--- config.mk ---
export PLATFORM = sky130hd
export DESIGN_NAME = sig_subpacket_expiry_finder
export DESIGN_NICKNAME = d
export VERILOG_FILES = /design/src/rtl/sspf_pkg.sv /design/src/rtl/sspf_parser.sv /design/src/rtl/sspf_out_stage.sv /design/src/rtl/sig_subpacket_expiry_finder.sv
export SDC_FILE = /design/constraint.sdc
export NUM_CORES = 1
export LEC_CHECK = 0
export BUFFER_PORTS_ARGS = -buffer_cell sky130_fd_sc_hd__buf_2
export CORE_MARGIN = 4
export CORE_UTILIZATION = 60
export CTS_BUF_LIST = sky130_fd_sc_hd__clkbuf_8
export CTS_CLUSTER_DIAMETER = 50
export CTS_CLUSTER_SIZE = 28
export DETAILED_ROUTE_END_ITERATION = 7
export GPL_TIMING_DRIVEN = 1
export PLACE_DENSITY = 0.78
export SYNTH_ARGS = -nofsm -noshare
export SYNTH_HDL_FRONTEND = slang
export SYNTH_SLANG_ARGS = --single-unit
--- constraint.sdc ---
create_clock -name aclk -period 8.33 [get_ports aclk]
set_input_delay 0.4165 -clock aclk [delete_from_list [all_inputs] [get_ports aclk]]
set_output_delay 0.4165 -clock aclk [all_outputs]
set_load 0.02 [all_outputs]
--- src/rtl/sspf_pkg.sv ---
// Shared types, phase codes and outcome codes for the signature subpacket expiry finder.
`timescale 1ns / 1ps
`default_nettype none

package sspf_pkg;

    localparam int PosWidth = 18;
    localparam logic [PosWidth-1:0] PosMax = {PosWidth{1'b1}};

    // Parse phases of the subpacket walk.
    localparam logic [2:0] PH_HEADER  = 3'd0;
    localparam logic [2:0] PH_LEN1    = 3'd1;
    localparam logic [2:0] PH_LEN2    = 3'd2;
    localparam logic [2:0] PH_LEN5    = 3'd3;
    localparam logic [2:0] PH_TYPE    = 3'd4;
    localparam logic [2:0] PH_BODY    = 3'd5;
    localparam logic [2:0] PH_CAPTURE = 3'd6;
    localparam logic [2:0] PH_DONE    = 3'd7;

    // Result outcome codes.
    localparam logic [2:0] OUT_FOUND     = 3'd0;
    localparam logic [2:0] OUT_NOT_FOUND = 3'd1;
    localparam logic [2:0] OUT_BAD_VER   = 3'd2;
    localparam logic [2:0] OUT_TRUNC     = 3'd3;
    localparam logic [2:0] OUT_MALFORMED = 3'd4;

    localparam logic [6:0] WANTED_TYPE_RESET = 7'd9;

    typedef struct packed {
        logic [7:0] packet_byte;
        logic       final_byte;
    } item_t;

    typedef struct packed {
        logic [31:0] expiry_value;
        logic [2:0]  outcome;
    } result_t;

endpackage

`default_nettype wire

--- src/rtl/sspf_parser.sv ---
// Packet parse state and the per-item next-state logic of the subpacket walk.
`timescale 1ns / 1ps
`default_nettype none

module sspf_parser import sspf_pkg::*; (
    input  wire logic        aclk,
    input  wire logic        aresetn,
    input  wire logic        advance,
    input  wire item_t       item,
    input  wire logic [6:0]  wanted_type,
    output result_t          result
);

    logic [PosWidth-1:0] pos_reg, pos_next;
    logic [PosWidth-1:0] end_reg, end_next;
    logic [2:0]          phase_reg, phase_next;
    logic [31:0]         rem_reg, rem_next;
    logic [2:0]          cnt_reg, cnt_next;
    logic [31:0]         cap_reg, cap_next;
    logic [2:0]          pend_reg, pend_next;

    logic [19:0]         p_plus1;
    logic [19:0]         room;
    logic [31:0]         len_two;
    logic [31:0]         len_five;
    logic [31:0]         rem_dec;
    logic [2:0]          cnt_inc;
    logic [7:0]          b;
    logic [PosWidth-1:0] pos_inc;
    logic                type_hit;

    // A new subpacket needs at least three bytes of the hashed area left.
    function automatic logic [2:0] start_phase(logic [19:0] nxt, logic [PosWidth-1:0] e);
        return ((nxt + 20'd2) < {2'b00, e}) ? PH_LEN1 : PH_DONE;
    endfunction

    assign b        = item.packet_byte;
    assign p_plus1  = {2'b00, pos_reg} + 20'd1;
    assign room     = (p_plus1 <= {2'b00, end_reg}) ? ({2'b00, end_reg} - p_plus1) : 20'd0;
    assign len_two  = rem_reg + {24'd0, b};
    assign len_five = {rem_reg[23:0], b};
    assign rem_dec  = rem_reg - 32'd1;
    assign cnt_inc  = cnt_reg + 3'd1;
    assign pos_inc  = (pos_reg != PosMax) ? (pos_reg + 18'd1) : pos_reg;
    assign type_hit = ((b[6:0]) == wanted_type) && (rem_reg >= 32'd5);

    always_comb begin
        end_next   = end_reg;
        phase_next = phase_reg;
        rem_next   = rem_reg;
        cnt_next   = cnt_reg;
        cap_next   = cap_reg;
        pend_next  = pend_reg;
        case (phase_reg)
            PH_HEADER: begin
                if (pos_reg == 18'd0) begin
                    if (!(b inside {8'd4, 8'd5})) begin
                        pend_next  = OUT_BAD_VER;
                        phase_next = PH_DONE;
                    end
                end else if (pos_reg == 18'd4) begin
                    end_next = {2'b00, b, 8'd0};
                end else if (pos_reg == 18'd5) begin
                    end_next   = end_reg + {10'd0, b} + 18'd6;
                    phase_next = start_phase(20'd6, end_next);
                end
            end
            PH_LEN1: begin
                if (b < 8'd192) begin
                    if (b == 8'd0 || {24'd0, b} > {12'd0, room}) begin
                        pend_next  = OUT_MALFORMED;
                        phase_next = PH_DONE;
                    end else begin
                        rem_next   = {24'd0, b};
                        phase_next = PH_TYPE;
                    end
                end else if (b < 8'd255) begin
                    rem_next   = {16'd0, (b - 8'd192), 8'd0} + 32'd192;
                    phase_next = PH_LEN2;
                end else if (({2'b00, pos_reg} + 20'd5) > {2'b00, end_reg}) begin
                    pend_next  = OUT_MALFORMED;
                    phase_next = PH_DONE;
                end else begin
                    rem_next   = 32'd0;
                    cnt_next   = 3'd0;
                    phase_next = PH_LEN5;
                end
            end
            PH_LEN2: begin
                if (len_two == 32'd0 || len_two > {12'd0, room}) begin
                    pend_next  = OUT_MALFORMED;
                    phase_next = PH_DONE;
                end else begin
                    rem_next   = len_two;
                    phase_next = PH_TYPE;
                end
            end
            PH_LEN5: begin
                rem_next = len_five;
                cnt_next = cnt_inc;
                if (cnt_inc == 3'd4) begin
                    if (len_five == 32'd0 || len_five > {12'd0, room}) begin
                        pend_next  = OUT_MALFORMED;
                        phase_next = PH_DONE;
                    end else begin
                        phase_next = PH_TYPE;
                    end
                end
            end
            PH_TYPE: begin
                rem_next = rem_dec;
                if (type_hit) begin
                    cap_next   = 32'd0;
                    cnt_next   = 3'd0;
                    phase_next = PH_CAPTURE;
                end else if (rem_dec == 32'd0) begin
                    phase_next = start_phase(p_plus1, end_reg);
                end else begin
                    phase_next = PH_BODY;
                end
            end
            PH_BODY: begin
                rem_next = rem_dec;
                if (rem_dec == 32'd0) begin
                    phase_next = start_phase(p_plus1, end_reg);
                end
            end
            PH_CAPTURE: begin
                cap_next = {cap_reg[23:0], b};
                cnt_next = cnt_inc;
                if (cnt_inc == 3'd4) begin
                    pend_next  = OUT_FOUND;
                    phase_next = PH_DONE;
                end
            end
            default: begin
            end
        endcase
        pos_next = pos_inc;
    end

    // The outcome sees the state as updated by the last item itself.
    always_comb begin
        if (pos_inc < 18'd6) begin
            result.outcome = OUT_TRUNC;
        end else if (pend_next == OUT_BAD_VER) begin
            result.outcome = OUT_BAD_VER;
        end else if (end_next > pos_inc) begin
            result.outcome = OUT_TRUNC;
        end else begin
            result.outcome = pend_next;
        end
        result.expiry_value = (result.outcome == OUT_FOUND) ? cap_next : 32'd0;
    end

    always_ff @(posedge aclk) begin
        if (!aresetn || (advance && item.final_byte)) begin
            pos_reg   <= '0;
            end_reg   <= '0;
            phase_reg <= PH_HEADER;
            rem_reg   <= '0;
            cnt_reg   <= '0;
            cap_reg   <= '0;
            pend_reg  <= OUT_NOT_FOUND;
        end else if (advance) begin
            pos_reg   <= pos_next;
            end_reg   <= end_next;
            phase_reg <= phase_next;
            rem_reg   <= rem_next;
            cnt_reg   <= cnt_next;
            cap_reg   <= cap_next;
            pend_reg  <= pend_next;
        end
    end

endmodule

`default_nettype wire

--- src/rtl/sspf_out_stage.sv ---
// Result register that holds one result item until the downstream side takes it.
`timescale 1ns / 1ps
`default_nettype none

module sspf_out_stage import sspf_pkg::*; (
    input  wire logic        aclk,
    input  wire logic        aresetn,
    input  wire logic        load,
    input  wire result_t     result,
    output logic             can_load,
    output logic             m_tvalid,
    input  wire logic        m_tready,
    output logic [39:0]      m_tdata
);

    logic    m_valid_reg;
    result_t result_reg;

    assign can_load = !m_valid_reg || m_tready;
    assign m_tvalid = m_valid_reg;
    assign m_tdata  = {5'd0, result_reg};

    always_ff @(posedge aclk) begin
        if (!aresetn) begin
            m_valid_reg <= 1'b0;
        end else if (load) begin
            m_valid_reg <= 1'b1;
        end else if (m_tready) begin
            m_valid_reg <= 1'b0;
        end
    end

    always_ff @(posedge aclk) begin
        if (load) begin
            result_reg <= result;
        end
    end

endmodule

`default_nettype wire

--- src/rtl/sig_subpacket_expiry_finder.sv ---
// Top level: input register, subpacket parser and result register.
// The last byte passes through the input register; its result item is then offered from the result register.
// Throughput: one byte item per cycle; a stalled result holds the input only when
// the next byte is itself a last byte.
// Reset (aresetn low, synchronous): clears all packet state and both valid flags,
// and sets the wanted subpacket type to 9.
`timescale 1ns / 1ps
`default_nettype none

module sig_subpacket_expiry_finder import sspf_pkg::*; (
    input  wire logic        aclk,
    input  wire logic        aresetn,
    input  wire logic        cfg_wr_en,
    input  wire logic [6:0]  cfg_wr_data,
    input  wire logic        s_tvalid,
    output logic             s_tready,
    input  wire logic [7:0]  s_tdata,   // [7:0] packet_byte
    input  wire logic        s_tlast,   // final_byte
    output logic             m_tvalid,
    input  wire logic        m_tready,
    output logic [39:0]      m_tdata    // [2:0] outcome, [34:3] expiry_value
);

    logic       in_valid_reg;
    item_t      in_item_reg;
    logic [6:0] wanted_reg;
    logic       out_can_load;
    logic       advance;
    result_t    result;

    // A buffered byte moves on unless it is a last byte facing a full result register.
    assign advance  = in_valid_reg && (!in_item_reg.final_byte || out_can_load);
    assign s_tready = !in_valid_reg || advance;

    always_ff @(posedge aclk) begin
        if (!aresetn) begin
            wanted_reg <= WANTED_TYPE_RESET;
        end else if (cfg_wr_en) begin
            wanted_reg <= cfg_wr_data;
        end
    end

    always_ff @(posedge aclk) begin
        if (!aresetn) begin
            in_valid_reg <= 1'b0;
        end else if (s_tready) begin
            in_valid_reg <= s_tvalid;
        end
    end

    always_ff @(posedge aclk) begin
        if (s_tvalid && s_tready) begin
            in_item_reg.packet_byte <= s_tdata;
            in_item_reg.final_byte  <= s_tlast;
        end
    end

    sspf_parser u_parser (
        .aclk        (aclk),
        .aresetn     (aresetn),
        .advance     (advance),
        .item        (in_item_reg),
        .wanted_type (wanted_reg),
        .result      (result)
    );

    sspf_out_stage u_out (
        .aclk     (aclk),
        .aresetn  (aresetn),
        .load     (advance && in_item_reg.final_byte),
        .result   (result),
        .can_load (out_can_load),
        .m_tvalid (m_tvalid),
        .m_tready (m_tready),
        .m_tdata  (m_tdata)
    );

endmodule

`default_nettype wire
# Word-level counts from Yosys, hierarchy flattened
# Index checks and enable logic that the tools add are counted.
word_totals:
  in_bits: 21
  word_cells: 150
  output_inout_bits: 42
  regBits: 162
classes:
  addsub: 12
  n_eq_ne: 27
  n_mux: 53
  n_reduce_logical: 32
  order_cmp: 12
ops:
  columns: ["operator", "n"]
  rows:
  - ["2-to-1 mux 32 bit", 6]
  - ["case mux 32 bit (4 select lines)", 1]
  - ["logical NOT 32 bit", 3]
  - ["2-to-1 mux 3 bit", 31]
  - ["2-to-1 mux 18 bit", 5]
  - ["greater-than comparator 32 x 20 -> 1 bit", 2]
  - ["case mux 32 bit (2 select lines)", 1]
  - ["== test 18 x 3 -> 1 bit (second input constant)", 2]
  - ["adder 32 x 8 -> 32 bit", 1]
  - [">= comparator 32 x 3 -> 1 bit (second input constant)", 1]
  - ["subtractor 32 x 1 -> 32 bit (second input constant)", 1]
  - ["case mux 3 bit (7 select lines)", 1]
  - ["adder 20 x 2 -> 20 bit (second input constant)", 1]
  - ["greater-than comparator 20 x 18 -> 1 bit", 1]
  - ["greater-than comparator 8 x 20 -> 1 bit", 1]
  - ["<= comparator 20 x 18 -> 1 bit", 1]
  - ["less-than comparator 20 x 18 -> 1 bit", 1]
  - ["2-to-1 mux 20 bit", 1]
  - ["subtractor 18 x 20 -> 20 bit", 1]
  - ["adder 18 x 1 -> 19 bit (second input constant)", 1]
  - ["adder 18 x 3 -> 19 bit (second input constant)", 1]
  - ["adder 18 x 1 -> 18 bit (second input constant)", 1]
  - ["adder 18 x 3 -> 18 bit (second input constant)", 1]
  - ["adder 18 x 8 -> 18 bit", 1]
  - ["37 further kinds", 69]

# Depth between registers and ports, before layout
depth:
  depth_word: 12
  ltp_mapped: 29

# Modules after synthesis
# A second synthesis with hierarchy kept.
unflattened:
  hier_cells: 1933
  area_unflattened_um2: 15133.3
modules_own_cells:
  columns: ["module", "seq_area_each_um2", "n_inst", "area_per_inst_um2", "cells_each"]
  rows:
  - ["sspf_parser", 2182.1, 1, 13386.6, 1849]
  - ["sspf_out_stage", 1071.0, 1, 1141.1, 45]
  - ["sig_subpacket_expiry_finder", 430.4, 1, 605.6, 39]

# Least setup slack after synthesis
# OpenSTA, ideal clock, no wires.
synth_timing:
  path_type: "reg2reg"
  from: "register u_parser.pos_reg[5]"
  to: "register u_out.result_reg (netlist bit u_out.m_tdata[5]) (data pin)"
  required_ps: 8179
  arrival_time_ps: 6411
  slack_ps: 1768
  path_stages_with_launch: 28
  path_buffers: 5
  setup_time_ps: 151
  path_cell_list: "dfxtp_1 buf_2 nand2_1 nor4_1 xnor2_1 ha_1 clkbuf_1 and4_1 nand2_1 nor4_1 a211oi_2 a21o_1 a21oi_1 clkbuf_1 buf_1 nand2_1 ha_1 a2111oi_0 o221a_2 nor3_1 o221ai_1 a31oi_1 nor4_1 o221ai_1 a22oi_1 nand2_1 buf_2 nor3_2"
synth_between:
  elab_chain_len: 12
synth_lines:
  columns: ["item", "line", "source"]
  rows:
  - ["start: declaration", "sspf_parser.sv:14", "logic [PosWidth-1:0] pos_reg, pos_next;"]
  - ["start signal: assignment", "sspf_parser.sv:166", "pos_reg <= pos_next;"]
  - ["adder 18 x 1 -> 19 bit", "sspf_parser.sv:38", "assign p_plus1 = {2'b00, pos_reg} + 20'd1;"]
  - ["subtractor 18 x 20 -> 20 bit or <= comparator 20 x 18 -> 1 bit (tied branches)", "sspf_parser.sv:39", "assign room = (p_plus1 <= {2'b00, end_reg}) ? ({2'b00, end_reg} - p_plus1) : 20'd0;"]
  - ["2-to-1 mux 20 bit", "sspf_parser.sv:39", null]
  - ["greater-than comparator 32 x 20 -> 1 bit or greater-than comparator 8 x 20 -> 1 bit (tied branches)", "sspf_parser.sv:102, sspf_parser.sv:70", null]
  - ["logical OR 1 bit (on tied branches)", "sspf_parser.sv:102, sspf_parser.sv:70", null]
  - ["2-to-1 mux 3 bit (on tied branches)", "sspf_parser.sv:102, sspf_parser.sv:70", null]
  - ["2-to-1 mux 3 bit (on tied branches)", "sspf_parser.sv:101, sspf_parser.sv:69", null]
  - ["case mux 3 bit (5 select lines)", "sspf_parser.sv:54", "case (phase_reg)"]
  - ["== test 3 x 2 -> 1 bit or 2-to-1 mux 3 bit (tied branches)", "sspf_parser.sv:146, sspf_parser.sv:148", null]
  - ["2-to-1 mux 3 bit", "sspf_parser.sv:146", "end else if (pend_next == OUT_BAD_VER) begin"]
  - ["2-to-1 mux 3 bit (*)", "sspf_parser.sv:144", "if (pos_inc < 18'd6) begin"]
  - ["logical NOT 3 bit (*)", "sspf_parser.sv:153", "result.expiry_value = (result.outcome == OUT_FOUND) ? cap_next : 32'd0;"]
  - ["end signal: assignment", "sspf_out_stage.sv:35", "result_reg <= result;"]
  - ["end: declaration", "sspf_out_stage.sv:17", "result_t result_reg;"]
# Every way passes the cells marked *; elsewhere a longest branch is shown, timed or not.
# A chain may end at the register's enable or synchronous reset.

# Worst setup path after layout
layout_timing:
  from: "register u_parser.pos_reg[2]"
  to: "register u_parser.rem_reg[13]"
layout_between:
  elab_chain_len: 7
layout_lines:
  columns: ["item", "line", "source"]
  rows:
  - ["adder 18 x 1 -> 19 bit", "sspf_parser.sv:38", null]
  - ["subtractor 18 x 20 -> 20 bit or <= comparator 20 x 18 -> 1 bit (tied branches)", "sspf_parser.sv:39", null]
  - ["2-to-1 mux 20 bit", "sspf_parser.sv:39", null]
  - ["greater-than comparator 32 x 20 -> 1 bit or greater-than comparator 8 x 20 -> 1 bit (tied branches)", "sspf_parser.sv:90, sspf_parser.sv:70", null]
  - ["logical OR 1 bit (on tied branches)", "sspf_parser.sv:90, sspf_parser.sv:70", null]
  - ["!= test 2 bit (no source line) or != test 3 bit (tied branches)", null, null]
  - ["AND reduction 5 bit (no source line) (*)", null, null]
  - ["end signal: assignment", "sspf_parser.sv:169", "rem_reg <= rem_next;"]
  - ["end: declaration", "sspf_parser.sv:17", "logic [31:0] rem_reg, rem_next;"]
# Marked as above.

==> metrics.md <==
| Metric | Value |
|---|---|
| Status | `complete, no violations` |
| Initial antenna violation count | `0` |
| Max-cap viol count | `0` |
| Slew Limit Headroom | `22.7%` |
| CP arrival | `7920 ps` |
| Yosys top cell area share | `15.9%` |
| Worst min-delay path startpoint | `s_tlast` |
| Root buf cell | `clkbuf_8` |
| Synth warnings | `0` |
| Top FF cell, synth | `dfxtp_1` |
| Avg Cell Area, Syn | `8.03 um2` |
| Vias in the first global route | `13,400` |
| R2r endpoint | `u_parser.rem_reg[13]` |
| Post-synthesis compound-gate area fraction | `23.8%` |
| Synth Register Bits | `162` |
| Vias | `14,500` |
| Routed met2 length | `21,200 um` |
| Met3 WL | `3830 um` |
| Largest net degree at the start of global routing | `93` |
| Final min period | `7550 ps` |
| Setup crit start kind | `register` |
| Distinct cells, synth | `97` |
| EDFF count, synth | `44` |
| WL met1 | `19,500 um` |
| Starting DRT DRC Count | `1,902` |
| Most common cell in the synthesized netlist | `nor2_1` |
| Routed len/inst | `21.9 um` |
| GRT overflow | `0` |
| Crit end category | `register` |
| Setup TNS | `0 ps` |
| Final antenna-violating net count | `0` |
| First-pass GRT wire length | `73,300 um` |
| Longest Clk Path Bufs | `2` |
| Synth area leader | `dfxtp_1` |
| Hold Crit Depth | `1` |
| Slew @ Worst Pin | `1160 ps` |
| CP Class | `reg -> reg` |
| Leak | `0.00606 uW` |
| Slew Limit Fails | `0` |
| Total CTS buffers | `17` |
| # DRC | `0` |
| Post-synth ARST share | `0%` |
| Area grow syn2layout | `5.60%` |
| Row count | `57` |
| Core area | `24,300 um2` |
| Die X | `165 um` |
| # diodes | `0` |
| CTS tree | `done` |
| Area of the multi-input gates | `10,400 um2` |
| Worst path required time | `8700 ps` |
| Post-Route Skew | `27.2 ps` |
| Clock latency at the later pin of the worst-skew pair | `480 ps` |
| Die ar. | `27,300 um2` |
| Final Setup Violations | `0` |
| Fin. Hold Viols | `0` |
| DR vias/cell | `6.73` |
| Initial Util | `61.0%` |
| Area share of fa/ha/maj cells after synthesis | `12.7%` |
| Max VDD drop | `98.1 uV` |
| Xor/xnor share of the synthesized area | `7.83%` |
| Post-synthesis mux area share | `1.42%` |
| # fillers | `2,186` |
| Worst Hold Class | `in -> reg` |
| RSZ-0062 raised after global routing | `false` |
| Mapped cell area | `14,800 um2` |
| Die Y | `165 um` |
| CTS Hold Bufs | `0` |
| Post-Syn Instances | `1,847` |
| Top post-synthesis cells by area | `dfxtp_1 16%, ha_1 12%, edfxtp_1 8.9%` |
| Total GRT Usage | `33.9%` |
| CTS resizes | `0` |
| Min-Delay Endpoint | `in_item_reg[0]` |
| Worst reg-to-reg path cell count | `24` |
| Final HPWL DP | `34,600 um` |
| Port bufs | `57` |
| Synth top cells by count | `170 x nor2_1, 163 x nand2_1, 145 x ha_1, 118 x dfxtp_1, 109 x a21oi_1` |
| DRT Pass-1 Iters | `7` |
| Period utilization | `90.7%` |
| Achievable Freq | `132 MHz` |
| Worst R2R Setup Slack | `780 ps` |
| Max reg flops | `35` |
| Max H-tree Level | `4` |
| Finished Core Util | `64.4%` |
| Main combinational cell family by area after synthesis | `simple AND/OR/NAND/NOR gates` |
| Final #Nets | `1,991` |
| Share of layout cells above drive strength 1 | `10.3%` |
| Top sig layer | `met4` |
| Simple-gate area share of the yosys netlist | `24.0%` |
| CTS clock-pin slew for the worst setup and hold paths | `110 ps` |
| I/O pin count | `63` |
| CP max FO | `25` |
| Total Wirelength | `47,200 um` |
| Setup Fix Bufs, Post-CTS | `0` |
| Final Wtd Congestion | `1.01` |
| Sink Count | `162` |
| Register area | `3680 um2` |
| Pwr per Cell Area | `145 nW/um2` |
| Sequential area share after synthesis | `24.8%` |
| Critical R2R Launch | `u_parser.pos_reg[2]` |
-- stage by stage --
step	hold WS [ps]	power [uW]	std cells	setup slack (ps)	cell area (um2)
after global placement	473	1620	2127	1210	15200
after detailed placement	480	1630	2127	945	15200
after floorplan	458	1440	1851	1770	14900
after CTS	96.5	2250	2159	907	15700
after global routing	97.0	2380	2159	282	15700
final	123	2270	2159	775	15700
-- where the power goes --
group	internal [uW]	total (uW)	switching, uW
clock	237	628	390
combinational	267	769	502
sequential	829	869	40.0
total	1330	2270	933
-- layer usage --
metal  vias up  GRT usage (%)
met2       728           53.9
met1      6822           44.7
met5         -              0
li1       6799              -
met3       182           5.73
met4         0           16.6
-- area by class of cell --
| type | count | share of cell area, % |
|---|---|---|
| well taps | 324 | 2.59 |
| clock inverters | 15 | 1.27 |
| inverters | 57 | 1.37 |
| repair buffers | 89 | 3.35 |
| clock buffers | 17 | 1.49 |
| multi-input cells | 1495 | 66.4 |
| flip-flops and latches | 162 | 23.5 |
-- cells by family after synthesis --
group	count (synthesis)
and+or+nand+nor	683
muxes	21
DFF	162
AOI/OAI and AO/OA	506
other	1
xor gates and xnor gates	131
buffers and inverters	194
adders and majority gates	149
-- worst max-delay path, stage by stage (launching register included) --
cell	delay (ps)
dfxtp_1	690
nand4_4	240
nor4_1	630
xnor2_1	340
ha_1	520
and4_1	320
nand2_1	70
nor4_1	240
a211oi_2	140
a21o_1	180
a21oi_1	160
buf_4	270
nand2_1	120
ha_1	320
a2111oi_0	400
o221a_2	250
nor3_1	40
o221ai_1	190
a31oi_1	180
nor4_1	620
o211ai_1	210
a31oi_4	610
buf_4	340
o21ai_1	90
a32o_1	270
-- how the worst max path moves through the flow --
stage                                   start              endpoint  slack [ps]  depth (start not counted)
after detailed placement  u_parser.pos_reg[2]  u_parser.rem_reg[13]         940                         24
after CTS                 u_parser.pos_reg[2]  u_parser.rem_reg[13]         910                         24
after floorplan           u_parser.pos_reg[5]      u_out.m_tdata[5]        1770                         27
final                     u_parser.pos_reg[2]  u_parser.rem_reg[13]         780                         24
after global placement    u_parser.pos_reg[2]  u_parser.rem_reg[13]        1210                         24
after global routing      u_parser.pos_reg[2]  u_parser.rem_reg[21]         280                         23
-- cells in the final DEF, fill, tap and decap left out, types with 12 or more instances in the layout --
cell	netlist	routed
o21ai_0	69	69
a21oi_1	109	109
and3_1	24	23
or4_1	12	12
xnor2_1	80	80
buf_4	6	32
nand4_1	37	37
mux2i_1	21	21
clkbuf_8	0	17
nor2b_1	18	17
a21o_1	37	37
xor2_1	50	50
nor3_1	51	50
and2_1	26	25
and4_1	12	12
edfxtp_1	44	44
a22oi_1	75	75
buf_2	20	57
nand3_1	54	54
nor2_1	170	169
ha_1	145	145
inv_1	56	56
o21a_1	15	15
dfxtp_1	118	118
nand2_1	163	163
nor4_1	27	27
nor3_2	30	31
nand2b_1	14	13
a211oi_1	44	44
Power figures use the tool's default switching activity.
